<file path="config.mk">
export PLATFORM = sky130hd
export DESIGN_NAME = saturating_register_alu
export DESIGN_NICKNAME = d
export VERILOG_FILES = /design/src/sra_pkg.sv /design/src/sra_ram.sv /design/src/sra_alu.sv /design/src/saturating_register_alu.sv
export SDC_FILE = /design/constraint.sdc
export NUM_CORES = 1
export LEC_CHECK = 0
export ABC_AREA = 1
export BUFFER_PORTS_ARGS = -buffer_cell sky130_fd_sc_hd__buf_2
export CAP_MARGIN = 20
export CORE_ASPECT_RATIO = 1.1
export CORE_MARGIN = 2
export CORE_UTILIZATION = 47
export CTS_CLUSTER_DIAMETER = 100
export DETAILED_ROUTE_END_ITERATION = 7
export PLACE_DENSITY = 0.66
export SYNTH_ARGS = -nofsm -noshare
export SYNTH_HDL_FRONTEND = slang
export SYNTH_SLANG_ARGS = --single-unit
</file>
<file path="constraint.sdc">
create_clock -name clk -period 3.86 [get_ports clk]
set_clock_uncertainty 0.15 [all_clocks]
set_input_delay 0.772 -clock clk [delete_from_list [all_inputs] [get_ports clk]]
set_output_delay 0.772 -clock clk [all_outputs]
set_load 0.005 [all_outputs]
</file>
<file path="src/sra_pkg.sv">
package sra_pkg;

  // Command codes carried on in_cmd.
  typedef enum logic [2:0] {
    CMD_WRITE = 3'd0,
    CMD_ADD   = 3'd1,
    CMD_SUB   = 3'd2,
    CMD_MUL   = 3'd3,
    CMD_QUO   = 3'd4,
    CMD_REM   = 3'd5,
    CMD_READ  = 3'd6
  } cmd_t;

  // Result status codes.
  localparam logic [1:0] ST_OK   = 2'd0;
  localparam logic [1:0] ST_SAT  = 2'd1;
  localparam logic [1:0] ST_DIVZ = 2'd2;

  // Width of a register index on the command port.
  localparam int IDX_BITS = 3;

  // Sequencer to ALU control.
  typedef struct packed {
    logic load;
    cmd_t op;
  } alu_ctl_t;

  // ALU to sequencer status.
  typedef struct packed {
    logic       done;
    logic [1:0] status;
  } alu_stat_t;

endpackage

</file>
<file path="src/sra_ram.sv">
module sra_ram #(
  parameter int WIDTH = 16,
  parameter int DEPTH = 8
) (
  input  logic                                   clk,
  input  logic                                   we,
  input  logic [(DEPTH > 1 ? $clog2(DEPTH) : 1)-1:0] waddr,
  input  logic [WIDTH-1:0]                       wdata,
  input  logic [(DEPTH > 1 ? $clog2(DEPTH) : 1)-1:0] raddr,
  output logic [WIDTH-1:0]                       rdata
);

  logic [WIDTH-1:0] mem [DEPTH];

  always_ff @(posedge clk) begin
    if (we) begin
      mem[waddr] <= wdata;
    end
    rdata <= mem[raddr];
  end

endmodule

</file>
<file path="src/sra_alu.sv">
module sra_alu
  import sra_pkg::*;
#(
  parameter int W = 16
) (
  input  logic         clk,
  input  logic         rst_n,
  input  alu_ctl_t     ctl,
  input  logic [W-1:0] opa_in,
  input  logic [W-1:0] opb_in,
  output alu_stat_t    stat,
  output logic [W-1:0] val
);

  localparam int CW = $clog2(W + 1);

  cmd_t          op_r, op_nxt;
  logic [W-1:0]  opa_r, opa_nxt;
  logic [W-1:0]  opb_r, opb_nxt;
  logic [W-1:0]  acc_r, acc_nxt;
  logic [W-1:0]  res_r, res_nxt;
  logic          cy_r, cy_nxt;
  logic          ovf_r, ovf_nxt;
  logic          bz_r, bz_nxt;
  logic [CW-1:0] cnt_r, cnt_nxt;
  logic          done_r, done_nxt;

  logic          bb;
  logic          sbit;
  logic [W+1:0]  mul_sum;
  logic [W:0]    div_rem;
  logic          div_ge;

  // Add and subtract run one bit per step, least significant bit first.
  // Multiply and divide consume one operand bit per step, most significant first.
  always_comb begin
    bb      = opb_r[0] ^ (op_r == CMD_SUB);
    sbit    = opa_r[0] ^ bb ^ cy_r;
    mul_sum = {1'b0, res_r, 1'b0} + (opb_r[W-1] ? {2'b00, opa_r} : '0);
    div_rem = {acc_r, opa_r[W-1]};
    div_ge  = div_rem >= {1'b0, opb_r};
  end

  always_comb begin
    op_nxt   = op_r;
    opa_nxt  = opa_r;
    opb_nxt  = opb_r;
    acc_nxt  = acc_r;
    res_nxt  = res_r;
    cy_nxt   = cy_r;
    ovf_nxt  = ovf_r;
    bz_nxt   = bz_r;
    cnt_nxt  = cnt_r;
    done_nxt = 1'b0;
    if (ctl.load) begin
      op_nxt  = ctl.op;
      opa_nxt = opa_in;
      opb_nxt = opb_in;
      acc_nxt = '0;
      res_nxt = '0;
      cy_nxt  = (ctl.op == CMD_SUB);
      ovf_nxt = 1'b0;
      bz_nxt  = (opb_in == '0);
      cnt_nxt = CW'(W);
    end else if (cnt_r != '0) begin
      cnt_nxt  = cnt_r - CW'(1);
      done_nxt = (cnt_r == CW'(1));
      case (op_r)
        CMD_ADD, CMD_SUB: begin
          cy_nxt  = (opa_r[0] & bb) | (opa_r[0] & cy_r) | (bb & cy_r);
          res_nxt = {sbit, res_r[W-1:1]};
          opa_nxt = {1'b0, opa_r[W-1:1]};
          opb_nxt = {1'b0, opb_r[W-1:1]};
        end
        CMD_MUL: begin
          res_nxt = mul_sum[W-1:0];
          ovf_nxt = ovf_r | (mul_sum[W+1:W] != 2'b00);
          opb_nxt = {opb_r[W-2:0], 1'b0};
        end
        CMD_QUO, CMD_REM: begin
          acc_nxt = div_ge ? W'(div_rem - {1'b0, opb_r}) : div_rem[W-1:0];
          res_nxt = {res_r[W-2:0], div_ge};
          opa_nxt = {opa_r[W-2:0], 1'b0};
        end
        default: begin
        end
      endcase
    end
  end

  always_ff @(posedge clk) begin
    if (!rst_n) begin
      cnt_r  <= '0;
      done_r <= 1'b0;
    end else begin
      cnt_r  <= cnt_nxt;
      done_r <= done_nxt;
    end
  end

  always_ff @(posedge clk) begin
    op_r  <= op_nxt;
    opa_r <= opa_nxt;
    opb_r <= opb_nxt;
    acc_r <= acc_nxt;
    res_r <= res_nxt;
    cy_r  <= cy_nxt;
    ovf_r <= ovf_nxt;
    bz_r  <= bz_nxt;
  end

  // Final saturation, clamping, divide-by-zero handling and remainder selection.
  always_comb begin
    stat.done   = done_r;
    stat.status = ST_OK;
    val         = res_r;
    case (op_r)
      CMD_ADD: begin
        if (cy_r) begin
          val         = '1;
          stat.status = ST_SAT;
        end
      end
      CMD_SUB: begin
        if (!cy_r) begin
          val         = '0;
          stat.status = ST_SAT;
        end
      end
      CMD_MUL: begin
        if (ovf_r) begin
          val         = '1;
          stat.status = ST_SAT;
        end
      end
      CMD_QUO, CMD_REM: begin
        if (bz_r) begin
          val         = '0;
          stat.status = ST_DIVZ;
        end else if (op_r == CMD_REM) begin
          val = acc_r;
        end
      end
      default: begin
        val = '0;
      end
    endcase
  end

endmodule

</file>
<file path="src/saturating_register_alu.sv">
// Register file of unsigned words with a bit-serial saturating ALU.
// A command item is taken on a rising edge where start is high and busy is
// low. It carries the command, two source indexes, a destination index and
// a write value. Every item yields exactly one result item: out_valid is
// high for one cycle with out_result_value and out_status. The receiver
// cannot stall, so the result must be taken in that cycle.
// Write, read and the unused command finish after the two registered reads
// of the register file RAM. Add, subtract, multiply, quotient and remainder
// then run in the ALU, which handles one operand bit per cycle. busy stays
// high until the result is presented, so one item is in the block at a
// time and the next item can be taken while the result is on the output.
// Reset clears all registers of the file to zero through per-entry valid
// bits, with no clearing pass; the block is ready the cycle after reset.
// Indexes at or above REG_COUNT read as zero and writes to them are dropped.
module saturating_register_alu
  import sra_pkg::*;
#(
  parameter int REG_BITS  = 16,
  parameter int REG_COUNT = 8
) (
  input  logic                clk,
  input  logic                rst_n,
  input  logic                start,
  output logic                busy,
  input  logic [2:0]          in_cmd,
  input  logic [IDX_BITS-1:0] in_src_a,
  input  logic [IDX_BITS-1:0] in_src_b,
  input  logic [IDX_BITS-1:0] in_dest,
  input  logic [15:0]         in_write_value,
  output logic                out_valid,
  output logic [15:0]         out_result_value,
  output logic [1:0]          out_status
);

  // Only indexes reachable by a 3-bit field get storage.
  localparam int RF_DEPTH = (REG_COUNT < (1 << IDX_BITS)) ? REG_COUNT : (1 << IDX_BITS);
  localparam int AW       = (RF_DEPTH > 1) ? $clog2(RF_DEPTH) : 1;

  typedef enum logic [1:0] {
    S_IDLE,
    S_RDB,
    S_LDB,
    S_CALC
  } state_t;

  state_t               state_r;
  cmd_t                 cmd_r;
  logic [IDX_BITS-1:0]  src_b_r;
  logic [IDX_BITS-1:0]  dest_r;
  logic [REG_BITS-1:0]  wv_r;
  logic [REG_BITS-1:0]  a_r;
  logic                 rd_ok_r;
  logic [RF_DEPTH-1:0]  valid_r;
  logic                 out_valid_r;
  logic [15:0]          out_result_value_r;
  logic [1:0]           out_status_r;

  logic                 accept;
  logic [IDX_BITS-1:0]  rd_idx;
  logic                 rd_ok_nxt;
  logic [REG_BITS-1:0]  rdata;
  logic [REG_BITS-1:0]  rd_val;
  logic [REG_BITS+15:0] wv_ext;
  logic [REG_BITS+15:0] ov_ext;

  logic                 fin;
  logic                 fin_store;
  logic [REG_BITS-1:0]  fin_val;
  logic [1:0]           fin_st;
  logic                 ram_we;

  alu_ctl_t             alu_ctl;
  alu_stat_t            alu_stat;
  logic [REG_BITS-1:0]  alu_val;

  function automatic logic idx_ok(input logic [IDX_BITS-1:0] idx);
    return int'(idx) < REG_COUNT;
  endfunction

  assign busy   = (state_r != S_IDLE);
  assign accept = start && !busy;

  // Source A is addressed on the accept edge, source B in the next cycle (S_RDB).
  assign rd_idx    = (state_r == S_IDLE) ? in_src_a : src_b_r;
  assign rd_ok_nxt = idx_ok(rd_idx) && valid_r[rd_idx[AW-1:0]];
  assign rd_val    = rd_ok_r ? rdata : '0;

  // Write values are kept to REG_BITS bits; results are kept to 16 bits.
  assign wv_ext = {{REG_BITS{1'b0}}, in_write_value};
  assign ov_ext = {16'b0, fin_val};

  sra_ram #(
    .WIDTH (REG_BITS),
    .DEPTH (RF_DEPTH)
  ) u_ram (
    .clk   (clk),
    .we    (ram_we),
    .waddr (dest_r[AW-1:0]),
    .wdata (fin_val),
    .raddr (rd_idx[AW-1:0]),
    .rdata (rdata)
  );

  sra_alu #(
    .W (REG_BITS)
  ) u_alu (
    .clk    (clk),
    .rst_n  (rst_n),
    .ctl    (alu_ctl),
    .opa_in (a_r),
    .opb_in (rd_val),
    .stat   (alu_stat),
    .val    (alu_val)
  );

  // Finish decode: non-arithmetic commands finish once both reads are in,
  // arithmetic commands finish when the ALU reports done.
  always_comb begin
    fin          = 1'b0;
    fin_store    = 1'b0;
    fin_val      = '0;
    fin_st       = ST_OK;
    alu_ctl.load = 1'b0;
    alu_ctl.op   = cmd_r;
    if (state_r == S_LDB) begin
      unique case (cmd_r)
        CMD_WRITE: begin
          fin       = 1'b1;
          fin_store = 1'b1;
          fin_val   = wv_r;
        end
        CMD_READ: begin
          fin     = 1'b1;
          fin_val = a_r;
        end
        CMD_ADD, CMD_SUB, CMD_MUL, CMD_QUO, CMD_REM: begin
          alu_ctl.load = 1'b1;
        end
        default: begin
          fin = 1'b1;
        end
      endcase
    end else if (state_r == S_CALC && alu_stat.done) begin
      fin       = 1'b1;
      fin_store = 1'b1;
      fin_val   = alu_val;
      fin_st    = alu_stat.status;
    end
  end

  assign ram_we = fin && fin_store && idx_ok(dest_r);

  always_ff @(posedge clk) begin
    if (!rst_n) begin
      state_r     <= S_IDLE;
      valid_r     <= '0;
      out_valid_r <= 1'b0;
    end else begin
      out_valid_r <= fin;
      rd_ok_r     <= rd_ok_nxt;
      if (ram_we) begin
        valid_r[dest_r[AW-1:0]] <= 1'b1;
      end
      if (fin) begin
        out_result_value_r <= ov_ext[15:0];
        out_status_r       <= fin_st;
      end
      unique case (state_r)
        S_IDLE: begin
          if (accept) begin
            cmd_r   <= cmd_t'(in_cmd);
            src_b_r <= in_src_b;
            dest_r  <= in_dest;
            wv_r    <= wv_ext[REG_BITS-1:0];
            state_r <= S_RDB;
          end
        end
        S_RDB: begin
          a_r     <= rd_val;
          state_r <= S_LDB;
        end
        S_LDB: begin
          state_r <= fin ? S_IDLE : S_CALC;
        end
        S_CALC: begin
          if (fin) begin
            state_r <= S_IDLE;
          end
        end
        default: begin
          state_r <= S_IDLE;
        end
      endcase
    end
  end

  assign out_valid        = out_valid_r;
  assign out_result_value = out_result_value_r;
  assign out_status       = out_status_r;

endmodule

</file>
==> results of run 1 <==
## through the flow
stage                     area [um2]  setup WS (ps)  std cells  hold WS, ps  total power (uW)
after CTS                      15900            884       1975          219             11000
final                          15900            843       1975          238             11000
after global routing           15900            524       1975          217             11700
after detailed placement       14900            906       1921          300              8090
after global placement         14900           1040       1921          292              8040
after floorplan                14100            927       1523          285              7050
## synth_stat cells (3+ instances only)
| cell type | number | area [um2] |
|---|---|---|
| edfxtp_1 | 225 | 6760 |
| nor2_1 | 141 | 529 |
| a221oi_1 | 11 | 96.3 |
| nand4_1 | 8 | 50.1 |
| o21bai_1 | 4 | 30.0 |
| xnor2_1 | 8 | 70.1 |
| nor2_2 | 3 | 18.8 |
| a21oi_1 | 68 | 340 |
| o21a_1 | 7 | 52.6 |
| clkbuf_1 | 42 | 158 |
| nand2_1 | 355 | 1330 |
| o221ai_1 | 15 | 131 |
| nand3_1 | 76 | 380 |
| ha_1 | 34 | 425 |
| nand3b_1 | 7 | 52.6 |
| fa_1 | 3 | 60.1 |
| inv_2 | 6 | 22.5 |
| o21ai_0 | 98 | 490 |
| o21ai_1 | 29 | 145 |
| a31oi_1 | 15 | 93.8 |
| dfxtp_1 | 66 | 1320 |
| o211ai_1 | 33 | 248 |
| o22ai_1 | 22 | 138 |
| buf_4 | 7 | 52.6 |
| nor3_1 | 7 | 35.0 |
| buf_2 | 13 | 65.1 |
| o2bb2ai_1 | 16 | 140 |
| or2_2 | 6 | 37.5 |
| inv_1 | 169 | 634 |
## worst reg2reg max path: cells and delay by family (launching register included)
family	cells	cell delay (ps)
AO/OA/AOI/OAI	2	470
adder cells (fa/ha/maj)	1	320
buffers and inverters	3	530
flip-flops	1	720
AND/OR/NAND/NOR	4	710
## state kept, by name, summed over array words and instances (netlist names), 2 cells and up
name              flops
u_alu.opb_r          16
a_r                  16
u_alu.op_r            3
valid_r               8
u_alu.res_r          16
u_alu.cnt_r           5
src_b_r               3
u_alu.opa_r          16
u_alu.acc_r          16
state_r               2
u_ram.rdata          16
wv_r                 16
dest_r                3
out_result_value     16
out_status            2
u_ram.mem           128
cmd_r                 3
## layout by cell type, fill, tap and decap left out, types with 3 or more instances in the layout
cell type	n
nand2_1	355
edfxtp_1	225
inv_1	169
nor2_1	139
o21ai_0	98
nand3_1	76
a21oi_1	67
dfxtp_1	66
buf_2	50
buf_4	39
ha_1	34
o211ai_1	33
clkbuf_16	29
o21ai_1	28
o22ai_1	22
o2bb2ai_1	16
a31oi_1	15
o221ai_1	15
a221oi_1	11
nand4_1	8
xnor2_1	8
nor3_1	7
o21a_1	7
nand3b_1	7
inv_2	6
or2_2	6
nor2_2	5
clkbuf_1	5
clkinv_4	5
o21bai_1	4
clkbuf_8	4
fa_1	3
clkinv_2	3
clkinvlp_4	3
bufinv_16	3
## worst max-delay path by stage
| stage | start | to | slack (ps) | cells past startpoint |
|---|---|---|---|---|
| global route | u_alu.opb_r[15]$_DFFE_PP_ | u_alu.acc_r[6]$_SDFFE_PP0P_ | 520 | 10 |
| finish | u_alu.opb_r[15]$_DFFE_PP_ | u_alu.acc_r[10]$_SDFFE_PP0P_ | 840 | 10 |
| floorplan | rst_n | cmd_r[0]$_DFFE_PP_ | 930 | 3 |
| global placement | u_alu.opb_r[15]$_DFFE_PP_ | u_alu.acc_r[7]$_SDFFE_PP0P_ | 1040 | 10 |
| detailed placement | u_alu.opb_r[15]$_DFFE_PP_ | u_alu.acc_r[10]$_SDFFE_PP0P_ | 910 | 10 |
| CTS | u_alu.opb_r[15]$_DFFE_PP_ | u_alu.acc_r[10]$_SDFFE_PP0P_ | 880 | 10 |
## cell type report
type,count,area share
clock buffer,38,0.0504
clock inverter,16,0.0119
inverter,177,0.0419
multi-input combinational,990,0.322
timing repair buffer,89,0.0343
tap,374,0.0295
sequential,291,0.510
## per-layer routing
metal / vias to the layer above / share of wire / GRT usage / wire (um)
met5: - / 0 / 0 / 0
met4: 0 / 0.024 / 0.0653 / 883
met3: 63 / 0.053 / 0.0255 / 1930
met2: 369 / 0.50 / 0.414 / 18200
met1: 5244 / 0.42 / 0.300 / 15200
li1: 5346 / - / - / -
## power groups by stage
| stage | sequential (uW) | combinational (uW) | clock [uW] |
|---|---|---|---|
| 6_report | 4300 | 3800 | 2870 |
| 5_1_grt | 4340 | 4310 | 3030 |
| 4_1_cts | 4290 | 3760 | 2920 |
| 3_5_place_dp | 4350 | 3740 | 0 |
| 3_3_place_gp | 4350 | 3690 | 0 |
| 2_1_floorplan | 4150 | 2900 | 0 |
## kinds of logic after synthesis
logic type,share of synthesized area
muxes,0.000708
DFF,0.571
AOI/OAI and AO/OA,0.140
and+or+nand+nor,0.179
xor gates and xnor gates,0.00620
buffers and inverters,0.0678
adders and majority gates,0.0343
==> results.ini, run 1 <==
[outcome]
outcome=finished clean

[routing]
wirelength_um=36300
drt_iter0_markers=987
wl_per_cell_um=18.4
via_per_inst=5.58
ant_nets=0
drc=0
via_count=11000
drtPass1Iterations=5

[cells_and_area]
final_nets=1646
finish.utilization=0.536
antennaDiodeCount=0
area_growth_pct=12.2
fill_cells=2671
multi_input_area_um2=5110
regArea_um2=8080
drive_gt1_frac=0.104

[place]
finalWeightedCongestion=0.899
post-dp-hpwl_um=25100
io_buffers=50

[timing]
min_period_ps=3020
drv_slew=0
fin_crit_sh=0.782
max-slew-margin-rel=0.383
rsz0062_at_grt=false
timing.fmax_mhz=331
setup_viol=0
tns_ps=0
worstMarginPinSlew_ps=924
hold_violations=0

[clock_network]
clockBufferDepth=3
clock_sinks=291
ctsHoldBuffers=0
tritoncts=built
cts_resized=0
clk_pin_slew_ps=70
worstSkewPairLatency_ps=560
clk_root_buffer_cell=clkbuf_16
htree_levels=1
numCtsBuffers=29
cts_setup_buffers=0

[job]
cap_violations=0

[die]
dieWidth_um=169
die_area_um2=31500
start_util=0.478
rows=66
core_area_um2=29600
num_io_pins=51
die_y_um=186

[yosys]
async_reset_ff_frac=0
synth_area_per_cell_um2=9.28
seq_area_frac_synth=0.571
synth_cells=1523
ys.warnings.count=0
synth_seq_cells=291
synth.distinct_cells=50
synth.net_count=1591
ys.flop_type=edfxtp_1
synth_area_um2=14100
synth_edf_count=225

[setup_path]
worstPathCellList=inv_1 -> ha_1 -> inv_1 -> o21ai_0 -> a31oi_2 -> nand2_1 -> inv_2 -> nor2_1 -> nor2_1 -> nor2_1
cp_common_cell=nor2_1
slowest_delay_ps=720
critical_path_arrival_ps=3300
end_kind=flip-flop
crit_required_ps=4150
path_class=reg2reg
cpMaxStageDelayCell=edfxtp_1
r2r-end=u_alu.acc_r[10]$_SDFFE_PP0P_
critPathTopFamily=flip-flops
start_kind=flip-flop
reg2reg_setup_slack_ps=840
path_max_fanout=20
critPathBufInv=3
reg2reg_depth=10
r2r-start=u_alu.opb_r[15]$_DFFE_PP_

[global_route]
grt_pass1_vias=10400
grt_max_degree=71
grt_usage=0.232
grt_pass1_wl_um=57000
antenna_found_initial=0
grt_overflow=0

[worst_hold_path]
hold_start=in_write_value[11]
hold_end=wv_r[11]$_DFFE_PP_
hold_class=in2reg
holdPathStages=1

[power]
switching_share=0.374
power_switching_uw=4110
p_seq_frac=0.392
p_int_uw=6870
p_leak_uw=0.00668
irDropWorstVdd_uv=374
p_comb_frac=0.346
p_clk_frac=0.261
powerDensity_nw_per_um2=692

Power figures use the tool's default switching activity.
==> run 2: changes to the inputs <==
Settings changed: PLACE_DENSITY 0.66 to 0.69.
Clock period 3.86 ns to 2.42 ns, I/O delays scaled along.
==> results.ini, run 2 (synthesis results as in run 1) <==
[setup_path]
reg2reg_setup_slack_ps=120  ; was 840 ps
end_kind=flip-flop  ; unchanged
critical_path_arrival_ps=2590  ; was 3300 ps
reg2reg_depth=9  ; was 10
cp-startpoint=u_alu.op_r[2]$_DFFE_PP_  ; was u_alu.opb_r[15]$_DFFE_PP_
path_max_fanout=22  ; was 20
crit_required_ps=2700  ; was 4150 ps
path_class=reg2reg  ; unchanged
r2r-start=u_alu.op_r[2]$_DFFE_PP_  ; was u_alu.opb_r[15]$_DFFE_PP_
start_kind=flip-flop  ; unchanged
endpoint=u_alu.res_r[0]$_SDFFE_PP0P_  ; was u_alu.acc_r[10]$_SDFFE_PP0P_
r2r-end=u_alu.res_r[0]$_SDFFE_PP0P_  ; was u_alu.acc_r[10]$_SDFFE_PP0P_

[place]
place_ws_ps=-31.5  ; was 906 ps
post-dp-hpwl_um=26000  ; was 25,100 um
io_buffers=50  ; unchanged
dpl-instance-area_um2=15400  ; was 14,900 um2
finalWeightedCongestion=0.924  ; was 0.899

[routing]
via_count=11400  ; was 11,000
ant_nets=0  ; unchanged
drc=0  ; unchanged
drt_iter0_markers=1130  ; was 987
wirelength_um=37900  ; was 36,300 um
wl_per_cell_um=18.5  ; was 18.4 um
drtPass1Iterations=5  ; unchanged
via_per_inst=5.58  ; about the same

[cells_and_area]
drive_gt1_frac=0.140  ; was 0.104
fill_cells=2542  ; was 2,671
multi_input_area_um2=5220  ; was 5110 um2
final_nets=1720  ; was 1,646
top_register=u_ram.mem  ; unchanged
regArea_um2=8080  ; unchanged
layout_commonest_cell=nand2_1  ; unchanged
finish.utilization=0.567  ; was 0.536
final_area_um2=16800  ; was 15,900 um2
final_cell_mix=nand2_1 (353), edfxtp_1 (225), inv_1 (164)  ; was nand2_1 (355), edfxtp_1 (225), inv_1 (169)
largest_register_ffs=128  ; unchanged
area_growth_pct=18.5  ; was 12.2%
antennaDiodeCount=0  ; unchanged

[die]
start_util=0.478  ; unchanged
num_io_pins=51  ; unchanged
dieWidth_um=169  ; unchanged
core_area_um2=29600  ; unchanged
rows=66  ; unchanged
die_y_um=186  ; unchanged
die_area_um2=31500  ; unchanged

[timing]
timing.fmax_mhz=434  ; was 331 MHz
worstMarginPinSlew_ps=684  ; was 924 ps
rsz0062_at_grt=true  ; was false
max-slew-margin-rel=0.544  ; was 0.383
drv_slew=0  ; unchanged
setup_viol=0  ; unchanged
hold_violations=0  ; unchanged
tns_ps=0  ; unchanged
fin_crit_sh=0.951  ; was 0.782
setup_slack_ps=118  ; was 843 ps
min_period_ps=2300  ; was 3020 ps

[global_route]
grt_pass1_vias=11000  ; was 10,400
grt_overflow=0  ; unchanged
antenna_found_initial=0  ; unchanged
grt_max_degree=67  ; was 71
grt_usage=0.242  ; was 0.232
grt_pass1_wl_um=59300  ; was 57,000 um

[power]
irDropWorstVdd_uv=705  ; was 374 uV
power_uw=18200  ; was 11,000 uW
powerDensity_nw_per_um2=1080  ; was 692 nW/um2
p_leak_uw=0.00706  ; was 0.00668 uW

[clock_network]
clock_sinks=291  ; unchanged
numCtsBuffers=31  ; was 29
clockBufferDepth=3  ; unchanged
clk_root_buffer_cell=clkbuf_16  ; unchanged
clk_pin_slew_ps=60  ; was 70 ps
htree_levels=1  ; unchanged
worstSkewPairLatency_ps=560  ; about the same
tritoncts=built  ; unchanged

[outcome]
outcome=finished clean  ; unchanged

[worst_hold_path]
hold_class=in2reg  ; unchanged

[job]
cap_violations=0  ; unchanged

run 2: cell types whose count changed in the layout (fill, tap and decap cells not counted), sizes merged:
cell	change
buf	+47
clkbuf	-2
clkinv	+4
clkinvlp	+1
dlygate4sd3	+25
inv	-2
run 2: critical path, stage by stage (launching register included):
cell      delay, ps
edfxtp_1        390
inv_1           150
nor2_2           80
inv_2            60
buf_4           250
nand2_2         160
o21ai_2         310
inv_1           310
o21ai_0         260
a21oi_1          60
run 2: worst min-delay path by stage:
stage | startpoint | endpoint | cells past startpoint
2_1_floorplan | valid_r[1]$_SDFFE_PN0P_ | valid_r[1]$_SDFFE_PN0P_ | 1
3_3_place_gp | valid_r[7]$_SDFFE_PN0P_ | valid_r[7]$_SDFFE_PN0P_ | 1
3_5_place_dp | valid_r[1]$_SDFFE_PN0P_ | valid_r[1]$_SDFFE_PN0P_ | 1
4_1_cts | start | state_r[0]$_SDFFE_PN0P_ | 3
5_1_grt | rst_n | valid_r[2]$_SDFFE_PN0P_ | 2
6_report | start | state_r[0]$_SDFFE_PN0P_ | 3
run 2: area by class of cell:
class,instances,area share
clock inverter,19,0.0110
timing repair buffer,161,0.0798
sequential,291,0.482
inverter,177,0.0398
multi-input combinational,990,0.312
clock buffer,36,0.0474
tap,374,0.0279
run 2: through the flow:
stage,std cells,hold WS [ps]
floorplan,1523,285
global placement,1967,293
detailed placement,1967,302
CTS,2048,90.2
global route,2048,119
finish,2048,106
run 2: repair_timing:
action                                  CTS  global route
endpoints found under the setup margin    3            55
hold buffers                             25             0
gates resized for setup                   1            32
buffers inserted                          1             0
pin swaps                                 0             1
hold endpoints to repair                 25             0
run 2: power by group:
| group | leakage [uW] | total [uW] | switching (uW) | internal [uW] |
|---|---|---|---|---|
| clock | 0.000467 | 4570 | 1920 | 2660 |
| sequential | 0.00257 | 6780 | 627 | 6150 |
| combinational | 0.00403 | 6810 | 4200 | 2620 |
run 2: routing by layer:
layer  wire (um)  global-route usage
met1       15700               0.307
met2       19000               0.431
met3        2060              0.0302
met4        1120              0.0803
met5           0                   0
==> run 3: changes to the inputs <==
Settings changed: ABC_AREA 1 to unset, MAX_ROUTING_LAYER set to met4.
==> results.ini, run 3 <==
[place]
place_ws_ps=-254  ; was -31.5 ps
dpl-instance-area_um2=15400  ; about the same
io_buffers=50  ; unchanged
placedCellCount=1553  ; was 1,967
finalWeightedCongestion=0.881  ; was 0.924
post-dp-hpwl_um=23500  ; was 26,000 um

[power]
irDropWorstVdd_uv=684  ; was 705 uV
p_leak_uw=0.00641  ; was 0.00706 uW
powerDensity_nw_per_um2=1110  ; was 1080 nW/um2
power_uw=19300  ; was 18,200 uW

[yosys]
synth.largest_area_cell=edfxtp_1  ; unchanged
synth_most_common_cell=edfxtp_1  ; was nand2_1
synth_area_per_cell_um2=13.0  ; was 9.28 um2
synth_commonest_cells=edfxtp_1 (225), a21oi_1 (79), o21ai_0 (78)  ; was nand2_1 (355), edfxtp_1 (225), inv_1 (169)
synth.top_cell.area_share=0.505  ; was 0.478
ys.flop_type=edfxtp_1  ; unchanged
synthAdderAreaFrac=0.0363  ; was 0.0343
synthSimpleGateAreaFrac=0.0856  ; was 0.179
synth_xor_area_frac=0.0118  ; was 0.00620
synth_area_um2=13400  ; was 14,100 um2
synth_cells=1033  ; was 1,523
synth_top_family_by_area=compound AO/OA/AOI/OAI gates  ; was simple AND/OR/NAND/NOR gates
async_reset_ff_frac=0  ; unchanged
seq_area_frac_synth=0.604  ; was 0.571
synth_mux_area_frac=0.0966  ; was 0.000708
synth-compound-area-share=0.142  ; was 0.140
synth_edf_count=225  ; unchanged
synth_area_leaders=edfxtp_1 (50%), dfxtp_1 (9.9%), mux4_2 (5.7%), ha_1 (3.2%), a21oi_1 (3.0%)  ; was edfxtp_1 (48%), nand2_1 (9.4%), dfxtp_1 (9.3%), inv_1 (4.5%), nor2_1 (3.7%)
synth.net_count=1101  ; was 1,591
ys.warnings.count=0  ; unchanged
synth_seq_cells=291  ; unchanged
synth.distinct_cells=67  ; was 50

[cells_and_area]
stdcell_count=1656  ; was 2,048
final_area_um2=17300  ; was 16,800 um2
drive_gt1_frac=0.333  ; was 0.140
final_nets=1339  ; was 1,720
largest_register_ffs=128  ; unchanged
final_cell_mix=edfxtp_1 (225), buf_4 (155), a21oi_1 (71)  ; was nand2_1 (353), edfxtp_1 (225), inv_1 (164)
layout_commonest_cell=edfxtp_1  ; was nand2_1
antennaDiodeCount=0  ; unchanged
top_register=u_ram.mem  ; unchanged
area_growth_pct=29.5  ; was 18.5%

[worst_hold_path]
hold_start=rst_n  ; was start
hold_end=valid_r[1]$_SDFFE_PN0P_  ; was state_r[0]$_SDFFE_PN0P_
hold_class=in2reg  ; unchanged
holdPathStages=2  ; was 3

[die]
dieWidth_um=165  ; was 169 um
die_y_um=181  ; was 186 um
rows=64  ; was 66
die_area_um2=29800  ; was 31,500 um2
num_io_pins=51  ; unchanged
core_area_um2=27900  ; was 29,600 um2
start_util=0.479  ; was 0.478

[setup_path]
cpMaxStageDelayCell=a221o_1  ; was edfxtp_1
r2r-start=u_alu.opb_r[15]$_DFFE_PP_  ; was u_alu.op_r[2]$_DFFE_PP_
start_kind=flip-flop  ; unchanged
crit_required_ps=2700  ; about the same
worstPathCellList=buf_6 -> and2_4 -> ha_4 -> a2111oi_4 -> o21a_1 -> nor2_1 -> a221o_1 -> a31oi_1 -> xor2_1 -> o22ai_1  ; was inv_1 -> nor2_2 -> inv_2 -> buf_4 -> nand2_2 -> o21ai_2 -> inv_1 -> o21ai_0 -> a21oi_1
path_max_fanout=6  ; was 22
reg2reg_depth=10  ; was 9
slowest_delay_ps=410  ; was 390 ps
critical_path_arrival_ps=2990  ; was 2590 ps
end_kind=flip-flop  ; unchanged
r2r-end=u_alu.res_r[14]$_SDFFE_PP0P_  ; was u_alu.res_r[0]$_SDFFE_PP0P_
reg2reg_setup_slack_ps=-290  ; was 120 ps
path_class=reg2reg  ; unchanged

[global_route]
grt_pass1_vias=9505  ; was 11,000
grt_usage=0.241  ; was 0.242
grt_max_degree=62  ; was 67
antenna_found_initial=0  ; unchanged
grt_overflow=0  ; unchanged
grt_pass1_wl_um=53300  ; was 59,300 um

[timing]
min_period_ps=2710  ; was 2300 ps
setup_slack_ps=-285  ; was 118 ps
timing.fmax_mhz=370  ; was 434 MHz
worstMarginPinSlew_ps=668  ; was 684 ps
drv_slew=0  ; unchanged
setup_viol=24  ; was 0
fin_crit_sh=1.12  ; was 0.951
max-slew-margin-rel=0.555  ; was 0.544
rsz0062_at_grt=true  ; unchanged
hold_violations=0  ; unchanged

[routing]
wirelength_um=34500  ; was 37,900 um
ant_nets=0  ; unchanged
wl_per_cell_um=20.8  ; was 18.5 um
drtPass1Iterations=5  ; unchanged
via_per_inst=5.75  ; was 5.58
drc=0  ; unchanged
drt_iter0_markers=559  ; was 1,130
via_count=9520  ; was 11,400

[clock_network]
clock_sinks=291  ; unchanged
tritoncts=built  ; unchanged
numCtsBuffers=28  ; was 31
clk_root_buffer_cell=clkbuf_16  ; unchanged
clk_pin_slew_ps=70  ; was 60 ps
worstSkewPairLatency_ps=550  ; was 560 ps
clockBufferDepth=3  ; unchanged
htree_levels=1  ; unchanged

[job]
cap_violations=0  ; unchanged

[outcome]
violations=setup timing
outcome=finished, violations left  ; was finished clean

## run 3: changes by cell type after synthesis, moves of 29 or more
cell / previous run / this run
nand3_1: 76 / 12
mux4_2: 0 / 34
nor2_1: 141 / 68
inv_1: 169 / 31
o211ai_1: 33 / 4
nand2_1: 355 / 54
and2_1: 2 / 34
mux2i_1: 1 / 31
o21ai_1: 29 / 0
## run 3: worst max-delay path, delay by kind of cell, from the launching register on
family                   cells  cell delay (ps)
AO/OA/AOI/OAI                5             1270
buffers and inverters        1              150
adder cells (fa/ha/maj)      1              220
flip-flops                   1              400
XOR/XNOR                     1              170
AND/OR/NAND/NOR              2              220
## run 3: worst max path at each step
stage | slack [ps] | to | startpoint
2_1_floorplan | -190 | u_ram.mem[7][0]$_DFFE_PP_ | state_r[1]$_SDFFE_PN0P_
3_3_place_gp | -240 | u_alu.ovf_r$_SDFFE_PP0P_ | u_alu.opa_r[1]$_DFFE_PP_
3_5_place_dp | -250 | u_alu.ovf_r$_SDFFE_PP0P_ | u_alu.opa_r[1]$_DFFE_PP_
4_1_cts | -270 | u_alu.ovf_r$_SDFFE_PP0P_ | u_alu.opa_r[1]$_DFFE_PP_
5_1_grt | -390 | u_alu.ovf_r$_SDFFE_PP0P_ | u_alu.opa_r[1]$_DFFE_PP_
6_report | -290 | u_alu.res_r[14]$_SDFFE_PP0P_ | u_alu.opb_r[15]$_DFFE_PP_
## run 3: cell type report
type	count	area [um2]
Fill cell	2102	10600
Sequential cell	291	8080
Multi-Input combinational cell	663	5590
Timing Repair Buffer	256	2110
Clock buffer	42	887
Tap cell	363	454
Inverter	31	116
Clock inverter	10	90.1
## run 3: kinds of logic after synthesis
group                    after synthesis
buffers and inverters                 79
XOR/XNOR                              18
adder cells (fa/ha/maj)               37
multiplexers                          84
AND/OR/NAND/NOR                      232
flip-flops                           291
AO/OA/AOI/OAI                        292
## run 3: per-stage QoR
step	hold slack, ps	util	TNS, ps
6_report	188	0.620	-2620
5_1_grt	183	0.620	-4970
3_3_place_gp	291	0.551	-2720
3_5_place_dp	302	0.551	-4450
2_1_floorplan	285	-	-15240
4_1_cts	169	0.606	-2810
## run 3: what timing repair did
| item | 4_1_cts | 5_1_grt |
|---|---|---|
| setup endpoints to repair | 54 | 149 |
| hold buffers | 25 | 0 |
| gates resized for setup | 48 | 63 |
| pin swaps | 34 | 36 |
| endpoints found under the hold margin | 25 | 0 |
| setup buffers | 14 | 18 |
## run 3: metal layers
layer  GRT usage  wire length [um]  vias to the layer above
met2       0.413             17700                      261
met1       0.305             14100                     4717
met3      0.0253              1600                       69
li1            -                 -                     4473
met5           -                 0                        -
met4      0.0664              1140                        0
## run 3: report_power, final
group	internal, uW	total [uW]	switching (uW)
clock	2650	4510	1860
sequential	6050	6610	559
combinational	4160	8160	4000
